--- config.mk ---
export PLATFORM = sky130hd
export DESIGN_NAME = base32_stream_decoder_top_flat
export DESIGN_NICKNAME = d
export VERILOG_FILES = /design/src/b32d_pkg.sv /design/src/b32d_stream_if.sv /design/src/base32_stream_decoder_top.sv /design/src/b32d_symbol_map.sv /design/src/b32d_bit_packer.sv /design/src/flat_wrapper.sv
export SDC_FILE = /design/constraint.sdc
export NUM_CORES = 1
export LEC_CHECK = 0
export BUFFER_PORTS_ARGS = -buffer_cell sky130_fd_sc_hd__buf_2
export CELL_PAD_IN_SITES_DETAIL_PLACEMENT = 0
export CELL_PAD_IN_SITES_GLOBAL_PLACEMENT = 1
export CORE_MARGIN = 4
export CORE_UTILIZATION = 45
export DETAILED_ROUTE_END_ITERATION = 8
export GPL_ROUTABILITY_DRIVEN = 0
export PLACE_DENSITY = 0.86
export SYNTH_ARGS = -nofsm -noshare
export SYNTH_HDL_FRONTEND = slang
export SYNTH_SLANG_ARGS = --single-unit
export TNS_END_PERCENT = 5
--- constraint.sdc ---
create_clock -name i_clk -period 3.75 [get_ports i_clk]
set_input_delay 0.5625 -clock i_clk [delete_from_list [all_inputs] [get_ports i_clk]]
set_output_delay 0.5625 -clock i_clk [all_outputs]
set_load 0.01 [all_outputs]
--- src/b32d_pkg.sv ---
// shared types and character constants for the base32 stream decoder
package b32d_pkg;

    localparam logic [7:0] PAD_CHAR   = 8'h3D;
    localparam logic [7:0] SPACE_CHAR = 8'h20;
    localparam logic [7:0] CR_CHAR    = 8'h0D;
    localparam logic [7:0] LF_CHAR    = 8'h0A;
    localparam logic [7:0] LOWER_A    = 8'h61;
    localparam logic [7:0] LOWER_Z    = 8'h7A;
    localparam logic [7:0] UPPER_A    = 8'h41;
    localparam logic [7:0] UPPER_Z    = 8'h5A;
    localparam logic [7:0] DIGIT_2    = 8'h32;
    localparam logic [7:0] DIGIT_7    = 8'h37;
    localparam logic [7:0] CASE_GAP   = 8'h20;
    localparam logic [7:0] DIGIT_BASE = 8'h18;  // '2' maps to 26: 0x32 - 26

    typedef enum logic [1:0] {
        SYM_SKIP,
        SYM_DATA,
        SYM_BAD
    } t_sym_kind;

    typedef struct packed {
        t_sym_kind  kind;
        logic [4:0] value;
    } t_sym;

    typedef struct packed {
        logic [7:0] data_byte;
        logic       byte_valid;
        logic       bad_char;
        logic       string_end;
    } t_result;

endpackage

--- src/b32d_stream_if.sv ---
// valid/ready channels for characters in and decoded results out
interface b32d_char_if;
    logic       valid;
    logic       ready;
    logic [7:0] char_in;
    logic       is_last;

    modport source (output valid, output char_in, output is_last, input ready);
    modport sink   (input valid, input char_in, input is_last, output ready);
endinterface

interface b32d_byte_if;
    logic       valid;
    logic       ready;
    logic [7:0] data_byte;
    logic       byte_valid;
    logic       bad_char;
    logic       string_end;

    modport source (output valid, output data_byte, output byte_valid,
                    output bad_char, output string_end, input ready);
    modport sink   (input valid, input data_byte, input byte_valid,
                    input bad_char, input string_end, output ready);
endinterface

--- src/base32_stream_decoder_top.sv ---
// top level of the base32 stream decoder: input register, decode, result register
//
//  channel   dir  beat payload                                   handshake
//  i_char    in   char_in[7:0], is_last                          valid/ready
//  o_byte    out  data_byte[7:0], byte_valid, bad_char,          valid/ready
//                 string_end
//
// one character per cycle sustained while the result channel is not stalled; a result
//   is offered after its character passes the input register, then the result register
// the decode is one lookup plus a 12-bit shift on the remainder register
// synchronous active-low reset empties both registers and the remainder state
// a stalled result holds in the result register; the input register still
//   takes a beat while it is empty, and characters that give no result drain
//   only when the result register can take a beat
module base32_stream_decoder_top (
    input  logic        i_clk,
    input  logic        i_rst_n,
    b32d_char_if.sink   i_char,
    b32d_byte_if.source o_byte
);
    import b32d_pkg::*;

    // input register
    logic       r_in_valid;
    logic [7:0] r_in_char;
    logic       r_in_last;

    // result register
    logic    r_out_valid;
    t_result r_out_res;
    logic    n_out_valid;

    t_sym    sym;
    logic    emit;
    t_result res;
    logic    advance;

    // the registered character moves on once the result slot is free or draining
    assign advance      = r_in_valid && (!r_out_valid || o_byte.ready);
    assign i_char.ready = !r_in_valid || advance;

    always_ff @(posedge i_clk) begin
        if (!i_rst_n) begin
            r_in_valid <= 1'b0;
        end else if (i_char.ready) begin
            r_in_valid <= i_char.valid;
        end
    end

    // payload needs no reset
    always_ff @(posedge i_clk) begin
        if (i_char.ready && i_char.valid) begin
            r_in_char <= i_char.char_in;
            r_in_last <= i_char.is_last;
        end
    end

    b32d_symbol_map u_map (
        .i_char (r_in_char),
        .o_sym  (sym)
    );

    b32d_bit_packer u_packer (
        .i_clk   (i_clk),
        .i_rst_n (i_rst_n),
        .i_step  (advance),
        .i_sym   (sym),
        .i_last  (r_in_last),
        .o_emit  (emit),
        .o_res   (res)
    );

    always_comb begin
        n_out_valid = r_out_valid;
        if (advance) begin
            n_out_valid = emit;
        end else if (o_byte.ready) begin
            n_out_valid = 1'b0;
        end
    end

    always_ff @(posedge i_clk) begin
        if (!i_rst_n) begin
            r_out_valid <= 1'b0;
        end else begin
            r_out_valid <= n_out_valid;
        end
    end

    always_ff @(posedge i_clk) begin
        if (advance && emit) begin
            r_out_res <= res;
        end
    end

    assign o_byte.valid      = r_out_valid;
    assign o_byte.data_byte  = r_out_res.data_byte;
    assign o_byte.byte_valid = r_out_res.byte_valid;
    assign o_byte.bad_char   = r_out_res.bad_char;
    assign o_byte.string_end = r_out_res.string_end;

endmodule

--- src/b32d_symbol_map.sv ---
// character classifier: skip, alphabet symbol with its 5-bit value, or invalid
module b32d_symbol_map (
    input  logic [7:0]   i_char,
    output b32d_pkg::t_sym o_sym
);
    import b32d_pkg::*;

    logic [7:0] folded;
    logic [7:0] letter_off;
    logic [7:0] digit_off;

    always_comb begin
        folded = i_char;
        if (i_char >= LOWER_A && i_char <= LOWER_Z) begin
            folded = i_char - CASE_GAP;
        end
        letter_off = folded - UPPER_A;
        digit_off  = folded - DIGIT_BASE;

        o_sym.kind  = SYM_BAD;
        o_sym.value = '0;
        if (i_char == PAD_CHAR || i_char == SPACE_CHAR ||
            i_char == CR_CHAR || i_char == LF_CHAR) begin
            o_sym.kind = SYM_SKIP;
        end else if (folded >= UPPER_A && folded <= UPPER_Z) begin
            o_sym.kind  = SYM_DATA;
            o_sym.value = letter_off[4:0];
        end else if (folded >= DIGIT_2 && folded <= DIGIT_7) begin
            o_sym.kind  = SYM_DATA;
            o_sym.value = digit_off[4:0];
        end
    end

endmodule

--- src/b32d_bit_packer.sv ---
// bit remainder and string failure state, byte assembly per symbol
module b32d_bit_packer (
    input  logic              i_clk,
    input  logic              i_rst_n,
    input  logic              i_step,
    input  b32d_pkg::t_sym    i_sym,
    input  logic              i_last,
    output logic              o_emit,
    output b32d_pkg::t_result o_res
);
    import b32d_pkg::*;

    logic [6:0] r_rem;
    logic [2:0] r_held;
    logic       r_failed;
    logic [6:0] n_rem;
    logic [2:0] n_held;
    logic       n_failed;

    logic [11:0] acc;
    logic [3:0]  nbits;
    logic [3:0]  nleft;
    logic [11:0] shifted;
    logic [4:0]  keep_mask;

    always_comb begin
        acc       = {r_rem, i_sym.value};
        nbits     = {1'b0, r_held} + 4'd5;
        nleft     = nbits - 4'd8;
        shifted   = acc >> nleft;
        keep_mask = 5'((6'd1 << nleft) - 6'd1);

        o_emit   = 1'b0;
        o_res    = '0;
        n_rem    = r_rem;
        n_held   = r_held;
        n_failed = r_failed;

        if (r_failed) begin
            if (i_last) begin
                o_emit         = 1'b1;
                o_res.bad_char = 1'b1;
            end
        end else begin
            unique case (i_sym.kind)
                SYM_SKIP: begin
                    o_emit = i_last;
                end
                SYM_BAD: begin
                    n_failed       = 1'b1;
                    o_emit         = 1'b1;
                    o_res.bad_char = 1'b1;
                end
                SYM_DATA: begin
                    if (nbits >= 4'd8) begin
                        o_emit           = 1'b1;
                        o_res.data_byte  = shifted[7:0];
                        o_res.byte_valid = 1'b1;
                        n_rem            = {2'b00, acc[4:0] & keep_mask};
                        n_held           = nleft[2:0];
                    end else begin
                        o_emit = i_last;
                        n_rem  = acc[6:0];
                        n_held = nbits[2:0];
                    end
                end
                default: begin
                    o_emit = 1'b0;
                end
            endcase
        end
        o_res.string_end = i_last;

        // every string starts from empty state
        if (i_last) begin
            n_rem    = '0;
            n_held   = '0;
            n_failed = 1'b0;
        end
    end

    always_ff @(posedge i_clk) begin
        if (!i_rst_n) begin
            r_rem    <= '0;
            r_held   <= '0;
            r_failed <= 1'b0;
        end else if (i_step) begin
            r_rem    <= n_rem;
            r_held   <= n_held;
            r_failed <= n_failed;
        end
    end

endmodule

--- src/flat_wrapper.sv ---
// flat-port wrapper written by rule: the top's interface ports become plain ports
module base32_stream_decoder_top_flat import b32d_pkg::*;
  (i_clk, i_rst_n, i_char_valid, i_char_char_in, i_char_is_last, i_char_ready, o_byte_valid, o_byte_data_byte, o_byte_byte_valid, o_byte_bad_char, o_byte_string_end, o_byte_ready);
  b32d_char_if i_char_i ();
  b32d_byte_if o_byte_i ();
  input  logic i_clk;
  input  logic i_rst_n;
  input wire logic [$bits(i_char_i.valid)-1:0] i_char_valid;
  input wire logic [$bits(i_char_i.char_in)-1:0] i_char_char_in;
  input wire logic [$bits(i_char_i.is_last)-1:0] i_char_is_last;
  output wire logic [$bits(i_char_i.ready)-1:0] i_char_ready;
  output wire logic [$bits(o_byte_i.valid)-1:0] o_byte_valid;
  output wire logic [$bits(o_byte_i.data_byte)-1:0] o_byte_data_byte;
  output wire logic [$bits(o_byte_i.byte_valid)-1:0] o_byte_byte_valid;
  output wire logic [$bits(o_byte_i.bad_char)-1:0] o_byte_bad_char;
  output wire logic [$bits(o_byte_i.string_end)-1:0] o_byte_string_end;
  input wire logic [$bits(o_byte_i.ready)-1:0] o_byte_ready;
  assign i_char_i.valid = i_char_valid;
  assign i_char_i.char_in = i_char_char_in;
  assign i_char_i.is_last = i_char_is_last;
  assign i_char_ready = i_char_i.ready;
  assign o_byte_valid = o_byte_i.valid;
  assign o_byte_data_byte = o_byte_i.data_byte;
  assign o_byte_byte_valid = o_byte_i.byte_valid;
  assign o_byte_bad_char = o_byte_i.bad_char;
  assign o_byte_string_end = o_byte_i.string_end;
  assign o_byte_i.ready = o_byte_ready;
  base32_stream_decoder_top u_core (.i_clk(i_clk), .i_rst_n(i_rst_n), .i_char(i_char_i), .o_byte(o_byte_i));
endmodule
==> impl_metrics.env <==
export IMPL_fin_crit_ps=3290
export IMPL_wl_mm=4.83
export IMPL_worstPathArrival_ps=3330
export IMPL_dp_cells=288
export IMPL_ios=26
export IMPL_yosysUniqueCellTypes=59
export IMPL_maxSlewHeadroom_pct=31.9
export IMPL_fin_crit_sh_pct=87.7
export IMPL_register_area_um2=861
export IMPL_drv_cap=0
export IMPL_synthArstFlopShare_pct=0
export IMPL_critPathKind="flip-flop to flip-flop"
export IMPL_setup_tns_final_ps=0
export IMPL_antenna_found_initial=0
export IMPL_drc_errors=0
export IMPL_grt_pass1_wl_mm=8.00
export IMPL_drt_iter0_drc=205
export IMPL_ys_warn_count=0
export IMPL_ff2ff_path_depth=9
export IMPL_place_area_um2=2340
export IMPL_rsz0062_at_grt="false"
export IMPL_crit_fanout=11
export IMPL_skew_ps=7.27
export IMPL_place_hpwl_mm=3.51
export IMPL_wl_per_cell_um=16.3
export IMPL_p_leak_uw=0.000930
export IMPL_outcome="finished, final reports clean"
export IMPL_whs_path_depth=1
export IMPL_cts_resized=0
export IMPL_post_cts_buffers=0
export IMPL_netlist_area_um2=2180
export IMPL_syn_area_per_cell_um2=10.0
export IMPL_timing_final_max_slew_violations=0
export IMPL_port_buffers=25
export IMPL_fin_util_pct=52.3
export IMPL_hold_viol=0
export IMPL_grt_use_total_pct=16.8
export IMPL_ant_nets=0
export IMPL_initial_core_util_pct=46.4
export IMPL_firstDrtPassIters=4
export IMPL_synth_ff_type="edfxtp_1"
export IMPL_post_place_ws_ps=557
export IMPL_die_w_um=77.6
export IMPL_diodes=0
export IMPL_cts_tree="built"
export IMPL_overflow=0
export IMPL_drive_gt1_share_pct=21.5
export IMPL_cts_root_buf="clkbuf_8"
export IMPL_clk_path_buf_depth=2
export IMPL_drt_vias_per_instance=6.03
export IMPL_required_ps=3790
export IMPL_path_cells="inv_1, ha_1, mux2i_1, o31a_1, o41ai_2, o31ai_1, a21o_1, mux4_2, o21a_1"
export IMPL_synth_area_leaders="edfxtp_1, dfxtp_1, ha_1, nor2b_1, a32oi_1"
export IMPL_hold_class="input pin to flip-flop"
export IMPL_yosysSeqAreaShare_pct=39.5
export IMPL_die_h_um=77.6
export IMPL_post_route_cell_area_um2=2450
export IMPL_grt_max_degree=21
export IMPL_path_clk_slew_ps=70
export IMPL_clkLatencyLatePin_ps=290
export IMPL_max_freq_ghz=0.304
export IMPL_slowest_stage="o41ai_2"
export IMPL_cp_start_kind="flip-flop"
export IMPL_ir_drop_mv=0.239
export IMPL_stdcell_count=296
export IMPL_clkSinkCount=33
export IMPL_synthTopCellsByCount="edfxtp_1, ha_1, nor2_1, dfxtp_1, inv_1"
export IMPL_critPathMaxStageDelay_ps=800
export IMPL_syn_to_final_growth_pct=12.7
export IMPL_synth_edff_count=20
export IMPL_fin_ws_ps=463
export IMPL_postSynthCellCount=217
export IMPL_synthesis_nets=246
export IMPL_finalSetupViolCount=0
export IMPL_postCtsHoldBufs=0
export IMPL_synth_most_common_cell="edfxtp_1"
export IMPL_first_global_vias=1648
export IMPL_synth_top_cell_area_share_pct=27.6
export IMPL_die_area_um2=6020
export IMPL_cts_made_buffers=5
export IMPL_vias=1785
export IMPL_cts_max_level=2
export IMPL_p_per_area_nw_per_um2=338
export IMPL_rows=25
export IMPL_multi_input_area_um2=1210
export IMPL_coreArea_um2=4690
export IMPL_crit_path_end_kind="flip-flop"
export IMPL_ys_seq_elements=33
export IMPL_yosys_area_top_type="edfxtp_1"
export IMPL_finalNetCount=270
export IMPL_worst_pin_slew_ps=1010
export IMPL_final_fill_count=401
## routing by layer
layer	vias up	global-route usage [%]	routed length, µm
met3	5	4.87	244
met4	0	6.05	53
li1	873	-	-
met2	54	26.1	2260
met1	853	22.3	2270
met5	-	0	0
## power by group
group / internal [µW] / total [µW] / switching (µW) / leakage (µW)
Clock: 199 / 337 / 139 / 0.0000543
Sequential: 397 / 411 / 13.6 / 0.000307
Combinational: 34.0 / 81.1 / 47.1 / 0.000568
## sequential cells by signal, summed over array words and instances (netlist names)
name and cells:
u_core.o_byte.string_end 1, u_core.o_byte.data_byte 8, u_core.u_packer.r_rem 7, u_core.r_in_valid 1
u_core.u_packer.r_held 3, u_core.o_byte.byte_valid 1, u_core.o_byte.valid 1, u_core.r_in_last 1
u_core.o_byte.bad_char 1, u_core.u_packer.r_failed 1, u_core.r_in_char 8
## cell type report
type                            instances  share of cell area (%)
Sequential cell                        33                    35.1
Clock inverter                          3                    1.89
Inverter                               13                    1.99
Multi-Input combinational cell        160                    49.5
Tap cell                               54                    2.75
Timing Repair Buffer                   28                    6.01
Clock buffer                            5                    2.80
## worst max-delay path: cells and delay by family (launching register included)
family	cells	cell delay, ps
AOI/OAI and AO/OA	5	1680
muxes	2	540
DFF	1	470
adders and majority gates	1	210
buffers and inverters	1	140
## kinds of logic (layout without fill, tap and decap cells)
logic type	count (synthesis)	in the layout	share of synthesized area (%)
DFF	33	33	39.5
and+or+nand+nor	67	67	17.5
AOI/OAI and AO/OA	65	65	22.9
muxes	10	10	5.40
xor gates and xnor gates	2	2	0.804
adders and majority gates	16	16	9.19
buffers and inverters	24	49	4.71
## cells in the final DEF, fill, tap and decap left out, types with 3 or more instances in the layout
cell / n
a21oi_1: 10
a32oi_1: 7
buf_2: 25
buf_4: 3
clkbuf_8: 5
dfxtp_1: 13
edfxtp_1: 20
ha_1: 16
inv_1: 13
mux2_2: 4
mux2i_1: 5
nand2_1: 11
nand2b_1: 4
nand3_1: 5
nor2_1: 16
nor2b_1: 11
nor3_1: 5
o2111ai_1: 3
o211ai_1: 3
o21ai_0: 9
o31a_1: 3
o31ai_1: 3
## through the flow
stage	hold slack, ps	total power [µW]
CTS	436	839
detailed placement	531	500
finish	445	829
global route	436	866
floorplan	494	474
global placement	511	499
## worst paths after layout
check / startpoint / end / slack (ps)
max: u_core.r_in_char[1] / u_core.o_byte.data_byte[1] / 460
min: i_char_is_last / u_core.r_in_last / 450
max reg2reg: u_core.r_in_char[1] / u_core.o_byte.data_byte[1] / 460
min reg2reg: u_core.r_in_valid / u_core.r_in_valid / 540
Power figures use the tool's default switching activity.
